<file path="src/rtl/core/mts_pkg.sv">
// Shared types and constants for the min-tracking stack.
package mts_pkg;

  localparam int DATA_W  = 32;
  localparam int ENTRY_W = 34;

  localparam logic signed [DATA_W-1:0] INT_MAX = 32'sh7FFF_FFFF;
  localparam logic signed [DATA_W-1:0] NEG_ONE = -32'sd1;

  typedef enum logic [1:0] {
    ST_OK    = 2'd0,
    ST_FULL  = 2'd1,
    ST_EMPTY = 2'd2
  } status_t;

  typedef enum logic {
    S_IDLE,
    S_FILL
  } state_t;

  typedef struct packed {
    logic signed [DATA_W-1:0] top_value;
    logic signed [DATA_W-1:0] min_value;
    logic                     is_empty;
    status_t                  status;
  } res_t;

  function automatic logic signed [ENTRY_W-1:0] sext_entry(input logic signed [DATA_W-1:0] v);
    return {{(ENTRY_W-DATA_W){v[DATA_W-1]}}, v};
  endfunction

  // Build a result from the top entry and the minimum; empty reports -1 twice.
  function automatic res_t make_res(input logic                      nonempty,
                                    input logic signed [ENTRY_W-1:0] e,
                                    input logic signed [DATA_W-1:0]  mn,
                                    input status_t                   st);
    res_t r;
    r.status = st;
    if (nonempty) begin
      r.top_value = (e >= sext_entry(mn)) ? e[DATA_W-1:0] : mn;
      r.min_value = mn;
      r.is_empty  = 1'b0;
    end else begin
      r.top_value = NEG_ONE;
      r.min_value = NEG_ONE;
      r.is_empty  = 1'b1;
    end
    return r;
  endfunction

endpackage

</file>
<file path="src/rtl/core/mts_ctrl.sv">
// Stack control: count, minimum, cached top entry and memory sequencing.
module mts_ctrl import mts_pkg::*; #(
  parameter int DEPTH = 256,
  parameter int AW    = 8,
  parameter int CW    = 9
) (
  input  logic                      clk,
  input  logic                      rst_n,
  input  logic                      in_fire,
  input  logic                      in_action,
  input  logic signed [DATA_W-1:0]  in_value,
  input  logic                      out_free,
  output logic                      in_ready,
  output logic                      res_valid,
  output res_t                      res,
  output logic                      mem_we,
  output logic [AW-1:0]             mem_waddr,
  output logic signed [ENTRY_W-1:0] mem_wdata,
  output logic                      mem_re,
  output logic [AW-1:0]             mem_raddr,
  input  logic signed [ENTRY_W-1:0] mem_rdata
);

  state_t                    state_r, state_nxt;
  logic [CW-1:0]             count_r, count_nxt;
  logic signed [DATA_W-1:0]  min_r, min_nxt;
  logic signed [ENTRY_W-1:0] top_r, top_nxt;

  logic                      full;
  logic signed [ENTRY_W-1:0] enc;
  logic signed [ENTRY_W-1:0] restored;
  logic [CW-1:0]             count_dec;
  logic [CW-1:0]             count_dec2;

  assign full       = (count_r == CW'(DEPTH));
  assign enc        = {in_value[DATA_W-1], in_value, 1'b0} - sext_entry(min_r);
  assign restored   = {min_r[DATA_W-1], min_r, 1'b0} - top_r;
  assign count_dec  = count_r - CW'(1);
  assign count_dec2 = count_r - CW'(2);

  always_comb begin
    state_nxt = state_r;
    unique case (state_r)
      S_IDLE: begin
        if (in_fire && in_action && (count_r > CW'(1))) begin
          state_nxt = S_FILL;
        end
      end
      S_FILL: begin
        if (out_free) begin
          state_nxt = S_IDLE;
        end
      end
      default: state_nxt = S_IDLE;
    endcase
  end

  always_comb begin
    count_nxt = count_r;
    min_nxt   = min_r;
    top_nxt   = top_r;
    in_ready  = 1'b0;
    res_valid = 1'b0;
    res       = make_res(1'b0, top_r, min_r, ST_OK);
    mem_we    = 1'b0;
    mem_waddr = count_r[AW-1:0];
    mem_wdata = enc;
    mem_re    = 1'b0;
    mem_raddr = count_dec2[AW-1:0];
    unique case (state_r)
      S_IDLE: begin
        in_ready = out_free;
        if (in_fire) begin
          if (!in_action) begin
            if (full) begin
              res_valid = 1'b1;
              res       = make_res(1'b1, top_r, min_r, ST_FULL);
            end else begin
              if ((count_r == '0) || (in_value >= min_r)) begin
                mem_wdata = sext_entry(in_value);
                min_nxt   = (count_r == '0) ? in_value : min_r;
              end else begin
                mem_wdata = enc;
                min_nxt   = in_value;
              end
              mem_we    = 1'b1;
              top_nxt   = mem_wdata;
              count_nxt = count_r + CW'(1);
              res_valid = 1'b1;
              res       = make_res(1'b1, mem_wdata, min_nxt, ST_OK);
            end
          end else begin
            if (count_r == '0) begin
              res_valid = 1'b1;
              res       = make_res(1'b0, top_r, min_r, ST_EMPTY);
            end else begin
              if (top_r < sext_entry(min_r)) begin
                min_nxt = restored[DATA_W-1:0];
              end
              count_nxt = count_dec;
              if (count_r == CW'(1)) begin
                res_valid = 1'b1;
                res       = make_res(1'b0, top_r, min_nxt, ST_OK);
              end else begin
                mem_re = 1'b1;
              end
            end
          end
        end
      end
      S_FILL: begin
        if (out_free) begin
          top_nxt   = mem_rdata;
          res_valid = 1'b1;
          res       = make_res(1'b1, mem_rdata, min_r, ST_OK);
        end
      end
      default: ;
    endcase
  end

  always_ff @(posedge clk) begin
    if (!rst_n) begin
      state_r <= S_IDLE;
      count_r <= '0;
      min_r   <= INT_MAX;
    end else begin
      state_r <= state_nxt;
      count_r <= count_nxt;
      min_r   <= min_nxt;
    end
  end

  always_ff @(posedge clk) begin
    top_r <= top_nxt;
  end

endmodule

</file>
<file path="config.mk">
export PLATFORM = sky130hd
export DESIGN_NAME = mts_ctrl
export DESIGN_NICKNAME = d
export VERILOG_FILES = /design/src/rtl/core/mts_pkg.sv /design/src/rtl/core/mts_ctrl.sv
export SDC_FILE = /design/constraint.sdc
export NUM_CORES = 1
export LEC_CHECK = 0
export BUFFER_PORTS_ARGS = -buffer_cell sky130_fd_sc_hd__buf_2
export CORE_MARGIN = 8
export CORE_UTILIZATION = 40
export CTS_CLUSTER_DIAMETER = 200
export DETAILED_ROUTE_END_ITERATION = 16
export SLEW_MARGIN = 20
export SYNTH_ARGS = -nofsm -noshare
export SYNTH_HDL_FRONTEND = slang
export SYNTH_SLANG_ARGS = --single-unit
</file>
<file path="constraint.sdc">
create_clock -name clk -period 6.7 [get_ports clk]
set_clock_uncertainty 0.1 [all_clocks]
set_input_delay 0.67 -clock clk [delete_from_list [all_inputs] [get_ports clk]]
set_output_delay 0.67 -clock clk [all_outputs]
set_load 0.05 [all_outputs]
</file>
# == Word-level counts from Yosys, hierarchy flattened ==
# Index checks and enable logic that the tools add are counted.
# classes
n_reduce_logical,7
muxes,55
add_sub_neg,5
bitwise_logic,1
eq_ne,9
order_cmp,6
# op_table
op,count
2-to-1 mux 34 bit,13
2-to-1 mux 32 bit,13
2-to-1 mux 67 bit,4
one-hot mux 67 bit (2 select lines),1
greater-or-equal comparator 34 x 32 -> 1 bit,3
one-hot mux 34 bit (2 select lines),1
less-than comparator 34 x 32 -> 1 bit,1
subtractor 33 x 32 -> 34 bit,1
greater-or-equal comparator 32 bit,1
subtractor 32 bit,1
2-to-1 mux 9 bit,3
2-to-1 mux 1 bit,17
!= test 2 bit (second input constant),6
adder 9 x 1 -> 9 bit (second input constant),1
== test 9 x 1 -> 1 bit (second input constant),1
== test 9 bit (second input constant),1
greater-than comparator 9 x 1 -> 1 bit (second input constant),1
logical NOT 9 bit,1
subtractor 9 x 1 -> 9 bit (second input constant),1
AND reduction 4 bit,2
subtractor 8 x 2 -> 8 bit (second input constant),1
AND reduction 5 bit,1
one-hot mux 1 bit (2 select lines),2
logical AND 1 bit,2
other kinds (4),4
# word_totals
register_bits,76
inputBits,71
out_inout_bits,121

# == Depth between registers and ports, before layout ==
# Gate-level depths: netlist (run 1).
# depth
word_depth,13
mapped_depth,25
ltp_nobuf,23

# == Worst setup path before layout (run 1) ==
# OpenSTA, ideal clock, no wires.
# synth_timing
path_kind,in2out
from,in in_value[15]
to,out res[39] in the netlist's numbering
arrival_ps,5997
slack_ps,-67
cell_stages,21
path_buffers,3
path_cell_list,ha_1 > nand4_1 > nor4_1 > a21bo_2 > a41oi_1 > o31a_1 > buf_6 > buf_2 > mux2i_1 > ha_1 > a21o_1 > a21o_1 > a21oi_1 > nor2_1 > o41ai_1 > o311ai_0 > a41oi_2 > buf_2 > mux2i_1 > nor2_1 > a221oi_1
# synth_rtl
element,line_no,text
from (decl),mts_ctrl.sv:11,"input logic signed [DATA_W-1:0] in_value,"
to (decl),mts_ctrl.sv:15,"output res_t res,"

==> results of run 1 <==
-- worst paths after layout --
check,end
hold reg to reg,count_r[8]$_SDFFE_PN0P_
setup reg to reg,min_r[27]$_SDFFE_PN1P_
hold / removal,count_r[8]$_SDFFE_PN0P_
setup / recovery,res[38]
-- layout make-up --
| cell class | instances | area [um^2] | area share |
|---|---|---|---|
| Clock buffer | 13 | 250 | 0.0151 |
| Clock inverter | 3 | 38.8 | 0.00235 |
| Inverter | 111 | 423 | 0.0256 |
| Multi-Input combinational cell | 1435 | 10800 | 0.656 |
| Sequential cell | 76 | 1870 | 0.113 |
| Tap cell | 442 | 553 | 0.0335 |
| Timing Repair Buffer | 375 | 2550 | 0.154 |
-- through the flow --
step | util | std cells | TNS [ns] | cell area, um^2
CTS | 0.490 | 2440 | 0 | 15900
finish | 0.511 | 2455 | 0 | 16500
detailed placement | 0.480 | 2424 | -0.364 | 15500
global route | 0.511 | 2455 | -1.57 | 16500
global placement | 0.480 | 2424 | 0 | 15500
floorplan | - | 1708 | 0 | 13100
-- cell families after synthesis --
| logic type | after synthesis | share of synthesized area |
|---|---|---|
| adder cells (fa/ha/maj) | 204 | 0.196 |
| flip-flops | 76 | 0.142 |
| multiplexers | 155 | 0.124 |
| XOR/XNOR | 63 | 0.0421 |
| AND/OR/NAND/NOR | 488 | 0.169 |
| AO/OA/AOI/OAI | 525 | 0.261 |
| buffers and inverters | 197 | 0.0652 |
-- repair_timing --
item,CTS,global route
resized for setup,14,125
pin swaps,1,20
setup endpoints to repair,29,32
setup buffers,0,14
cloned,0,2
-- routing by layer --
layer  global-route usage  vias up
met1                0.344     6892
met2                0.462      759
li1                     -     6869
met5                    0        -
met4                0.175        0
met3               0.0519      188
-- worst max-delay path, delay by kind of cell --
family          cells  cell delay [ns]
xor+xnor            1             0.18
fa+ha+maj           2             0.51
compound gates     11             2.88
simple gates        2             0.15
buf+inv             5             0.87
mux                 2             0.50
-- cells in the final DEF (no fill, tap or decap), drive strengths merged, types with 42 or more instances in the layout --
cell and instances:
buf 368, ha 202, a21oi 176, nor2 172
nand2 168, o21ai 117, mux2i 115, inv 109
a21o 63, xnor2 43, dfxtp 42
-- sequential cells by signal, summed over array words and instances (netlist names) --
register  flops
count_r       9
top_r        34
state_r       1
min_r        32
==> impl_metrics.json, run 1 <==
{
  "run_status": "completed",
  "groute.usage.overall": 0.284,
  "wirelength_mm": 58.1,
  "clock_latency_ns": 0.36,
  "io_pins": 192,
  "dieArea_um2": 38800,
  "die_w_um": 197,
  "post-route-min-period_ns": 6.56,
  "post-route-drc-count": 0,
  "crit-reg2reg-launch": "min_r[25]$_SDFFE_PN1P_",
  "drive_gt1_frac": 0.270,
  "met3_wirelength_mm": 4.38,
  "syn_area_um2": 13100,
  "r2r_slack_ns": 2.22,
  "cp_cell_sequence": "buf_2 > buf_4 > ha_1 > buf_4 > a21oi_1 > a31oi_1 > o21a_1 > o41ai_2 > xnor2_1 > mux2_4 > ha_1 > a21o_1 > a21o_1 > a21oi_2 > nor2_1 > o41ai_2 > o311ai_2 > a41oi_4 > clkbuf_16 > mux2i_1 > nor2_1 > a221oi_2 > buf_6",
  "yosys_register_bits": 76,
  "yosysTopAreaCell": "ha_1",
  "drt_iter0_drc": 1170,
  "timing.hold.ws_ns": 0.514,
  "slew_viol_final": 0,
  "critical_path_class": "primary input to primary output",
  "initial_utilization": 0.404,
  "setup-violations-final": 0,
  "row_count": 66,
  "final_hold_viol_count": 0,
  "hold_buffers": 0,
  "slew-limit-headroom": 0.280,
  "nets": 2283,
  "async_flop_share": 0,
  "cts_tree": "yes",
  "synth_top_area_frac": 0.193,
  "fill_cells": 3213,
  "synth_edf_count": 34,
  "overflow": 0,
  "seq_area_frac_synth": 0.142,
  "arrival_ns": 5.79,
  "portBuffers": 191,
  "syn_inst": 1708,
  "syn_avg_cell_area_um2": 7.67,
  "htreeDepth": 3,
  "startpoint": "in_value[14]",
  "area_delta_synth_final_pct": 26.3,
  "cts_root_buffer": "clkbuf_16",
  "grt_antenna_before_repair": 0,
  "vias": 14700,
  "pre_cts_ws_ns": -0.0689,
  "ys_types": 85,
  "tightestPinTransition_ns": 1.08,
  "antenna_cells": 0,
  "route.met2.wl_mm": 26.3,
  "synth.most_common_cell": "ha_1",
  "wire_per_inst_um": 23.7,
  "hpwlAfterDp_mm": 46.4,
  "fin_crit_sh": 0.979,
  "cp_slowest_cell": "a41oi_4",
  "drt-pass1-iter-count": 5,
  "clock_sinks": 76,
  "synth_ff_type": "dfxtp_1",
  "fmax_ghz": 0.153,
  "synth_area_leaders": "ha_1 19%, mux2i_1 8.7%, edfxtp_1 7.8%",
  "hp-class": "flop to flop",
  "critPathMaxStageDelay_ns": 0.47,
  "path_clk_slew_ns": 0.06,
  "place.gp.congestion": 0.998,
  "cts_buffers": 9,
  "fp.dieH_um": 197,
  "crit_fanout": 7,
  "worstRegToRegCells": 12,
  "wl_met1_mm": 23.7,
  "coreArea_um2": 32400,
  "end_kind": "primary output",
  "maxCapViolations": 0,
  "ant_nets": 0,
  "crit_required_ns": 5.93,
  "setup_slack_ns": 0.143,
  "cts_buffer_depth": 2,
  "synthTopCellsByCount": "202 x ha_1, 172 x a21oi_1, 171 x nor2_1, 168 x nand2_1, 114 x mux2i_1",
  "yosysWarnings": 0,
  "worstHoldStart": "count_r[8]$_SDFFE_PN0P_",
  "grt_max_degree": 52,
  "grt_pass1_wl_mm": 84.6,
  "highest_layer": "met4",
  "hold_depth": 2,
  "syn_nets": 1983,
  "grt_pass1_vias": 14200,
  "start_kind": "primary input",
  "vias_per_cell": 5.99
}
Power of run 1 is not shown: default switching activity piles up to over one toggle a cycle in this logic, so the estimate is an artifact.
==> inputs of run 2 (changes only) <==
- SETUP_SLACK_MARGIN: default -> 0.3
==> run 2 against run 1 <==
Net effect: worst setup slack better by 0.053 ns; routed wire length is 1.2% lower; register-to-register slack improved by 0.23 ns; design area is 3.3% higher; cell count is 0.53% higher; first-iteration DRC count is 13% higher; sequential cell count is the same; non-clock buffer count is 12 higher; core utilization grew 1.7 points; count of clock-buffer cells in the layout decreased by 2; critical path type is now flop to primary output; critical endpoint is now res[60]; highest routed layer unchanged.
==> impl_metrics.json, run 2 (synthesis gave the netlist of run 1 again) <==
{
  "run_status": "completed",
  "io_pins": 192,
  "crit_required_ns": 5.93,
  "hpwlAfterDp_mm": 45.2,
  "arrival_ns": 5.73,
  "groute.usage.overall": 0.280,
  "cts_root_buffer": "clkbuf_16",
  "portBuffers": 191,
  "setup-violations-final": 0,
  "ant_nets": 0,
  "start_kind": "flop",
  "die_w_um": 197,
  "end_kind": "primary output",
  "grt_max_degree": 52,
  "hp-class": "flop to flop",
  "final_hold_viol_count": 0,
  "fin_crit_sh": 0.971,
  "slew-limit-headroom": 0.257,
  "nets": 2296,
  "cts_buffer_depth": 2,
  "grt_pass1_vias": 13900,
  "clock_sinks": 76,
  "timing.hold.ws_ns": 0.497,
  "r2r_slack_ns": 2.45,
  "post-route-min-period_ns": 6.50,
  "coreArea_um2": 32400,
  "initial_utilization": 0.404,
  "dieArea_um2": 38800,
  "slew_viol_final": 0,
  "hold_buffers": 0,
  "wirelength_mm": 57.4,
  "grt_pass1_wl_mm": 83.5,
  "place.gp.congestion": 0.990,
  "maxCapViolations": 0,
  "cts_buffers": 9,
  "drt-pass1-iter-count": 6,
  "critical_path_class": "flop to primary output",
  "fmax_ghz": 0.154,
  "vias_per_cell": 5.93,
  "top_register": "top_r",
  "area_delta_synth_final_pct": 30.4,
  "rsz0062_at_grt": "true",
  "tightestPinTransition_ns": 1.11,
  "fp.dieH_um": 197,
  "drive_gt1_frac": 0.289,
  "fill_cells": 3229,
  "r2r_end": "min_r[27]$_SDFFE_PN1P_",
  "crit_fanout": 6,
  "layout_commonest_cell": "ha_1",
  "grt_antenna_before_repair": 0,
  "startpoint": "min_r[31]$_SDFFE_PN0P_",
  "worstHoldStart": "count_r[8]$_SDFFE_PN0P_",
  "post-route-drc-count": 0,
  "overflow": 0,
  "endpoint": "res[60]",
  "worstRegToRegCells": 13,
  "largest_register_ffs": 34,
  "clock_latency_ns": 0.37,
  "cts_tree": "yes",
  "htreeDepth": 3,
  "drt_iter0_drc": 1327,
  "vias": 14600,
  "layout_common_cells": "189 x ha_1, 184 x buf_4, 167 x nor2_1",
  "wire_per_inst_um": 23.3,
  "antenna_cells": 0,
  "top_regs": "top_r: 34 flops, min_r: 32 flops, count_r: 9 flops",
  "path_clk_slew_ns": 0.07,
  "row_count": 66,
  "crit-reg2reg-launch": "min_r[24]$_SDFFE_PN1P_"
}
-- run 2: timing repair --
action	4_1_cts	5_1_grt
pin swaps	9	51
setup endpoints to repair	32	32
setup buffers	1	33
gates resized for setup	61	162
gates cloned	1	5
-- run 2: critical path, stage by stage, from the launching register on --
cell and delay [ns]:
dfxtp_4 0.40, clkinvlp_4 0.21, ha_4 0.34, nand4_1 0.19, nor3_2 0.30, nand2_1 0.19
a41oi_2 0.30, o31a_4 0.26, buf_12 0.16, mux2i_2 0.34, ha_4 0.27, nand2_1 0.06
nor2_1 0.05, a211oi_2 0.21, buf_4 0.17, o211ai_1 0.09, a221oi_2 0.33, o31ai_2 0.10
buf_4 0.15, a41oi_4 0.22, buf_6 0.15, nor2_1 0.06, buf_4 0.21, buf_4 0.15
a221oi_4 0.26, buf_6 0.19
-- run 2: how the worst min path moves through the flow --
stage	depth (start not counted)	endpoint
floorplan	2	min_r[10]$_SDFFE_PN1P_
global placement	2	count_r[8]$_SDFFE_PN0P_
detailed placement	2	count_r[8]$_SDFFE_PN0P_
CTS	2	count_r[8]$_SDFFE_PN0P_
global route	2	count_r[5]$_SDFFE_PN0P_
finish	2	count_r[8]$_SDFFE_PN0P_
-- run 2: metrics by stage --
step / setup slack (ns) / instances / area (um^2) / utilization / setup TNS (ns)
5_1_grt: 0.0137 / 2468 / 17100 / 0.527 / 0
6_report: 0.195 / 2468 / 17100 / 0.527 / 0
3_5_place_dp: -0.0916 / 2412 / 15500 / 0.478 / -0.491
2_1_floorplan: 0.0723 / 1708 / 13100 / - / 0
3_3_place_gp: 0.0453 / 2412 / 15500 / 0.478 / 0
4_1_cts: 0.309 / 2430 / 16100 / 0.497 / 0
-- run 2: final cells by class --
type,instances,area (um^2),area share
Multi-Input combinational cell,1436,11100,0.650
Inverter,111,424,0.0248
Clock inverter,5,81.3,0.00476
Timing Repair Buffer,387,2780,0.163
Clock buffer,11,264,0.0155
Tap cell,442,553,0.0324
Sequential cell,76,1870,0.109
-- run 2: per-layer routing --
metal  wire [um]  share of wire  GRT usage  vias to the layer above
met2       25900           0.45      0.462                      734
met5           0              0          0                        -
met1       24000           0.42      0.347                     6859
li1            -              -          -                     6885
met3        4300          0.075     0.0467                      150
met4        3290          0.057      0.143                        0
Power of run 2 is left out for the same reason.
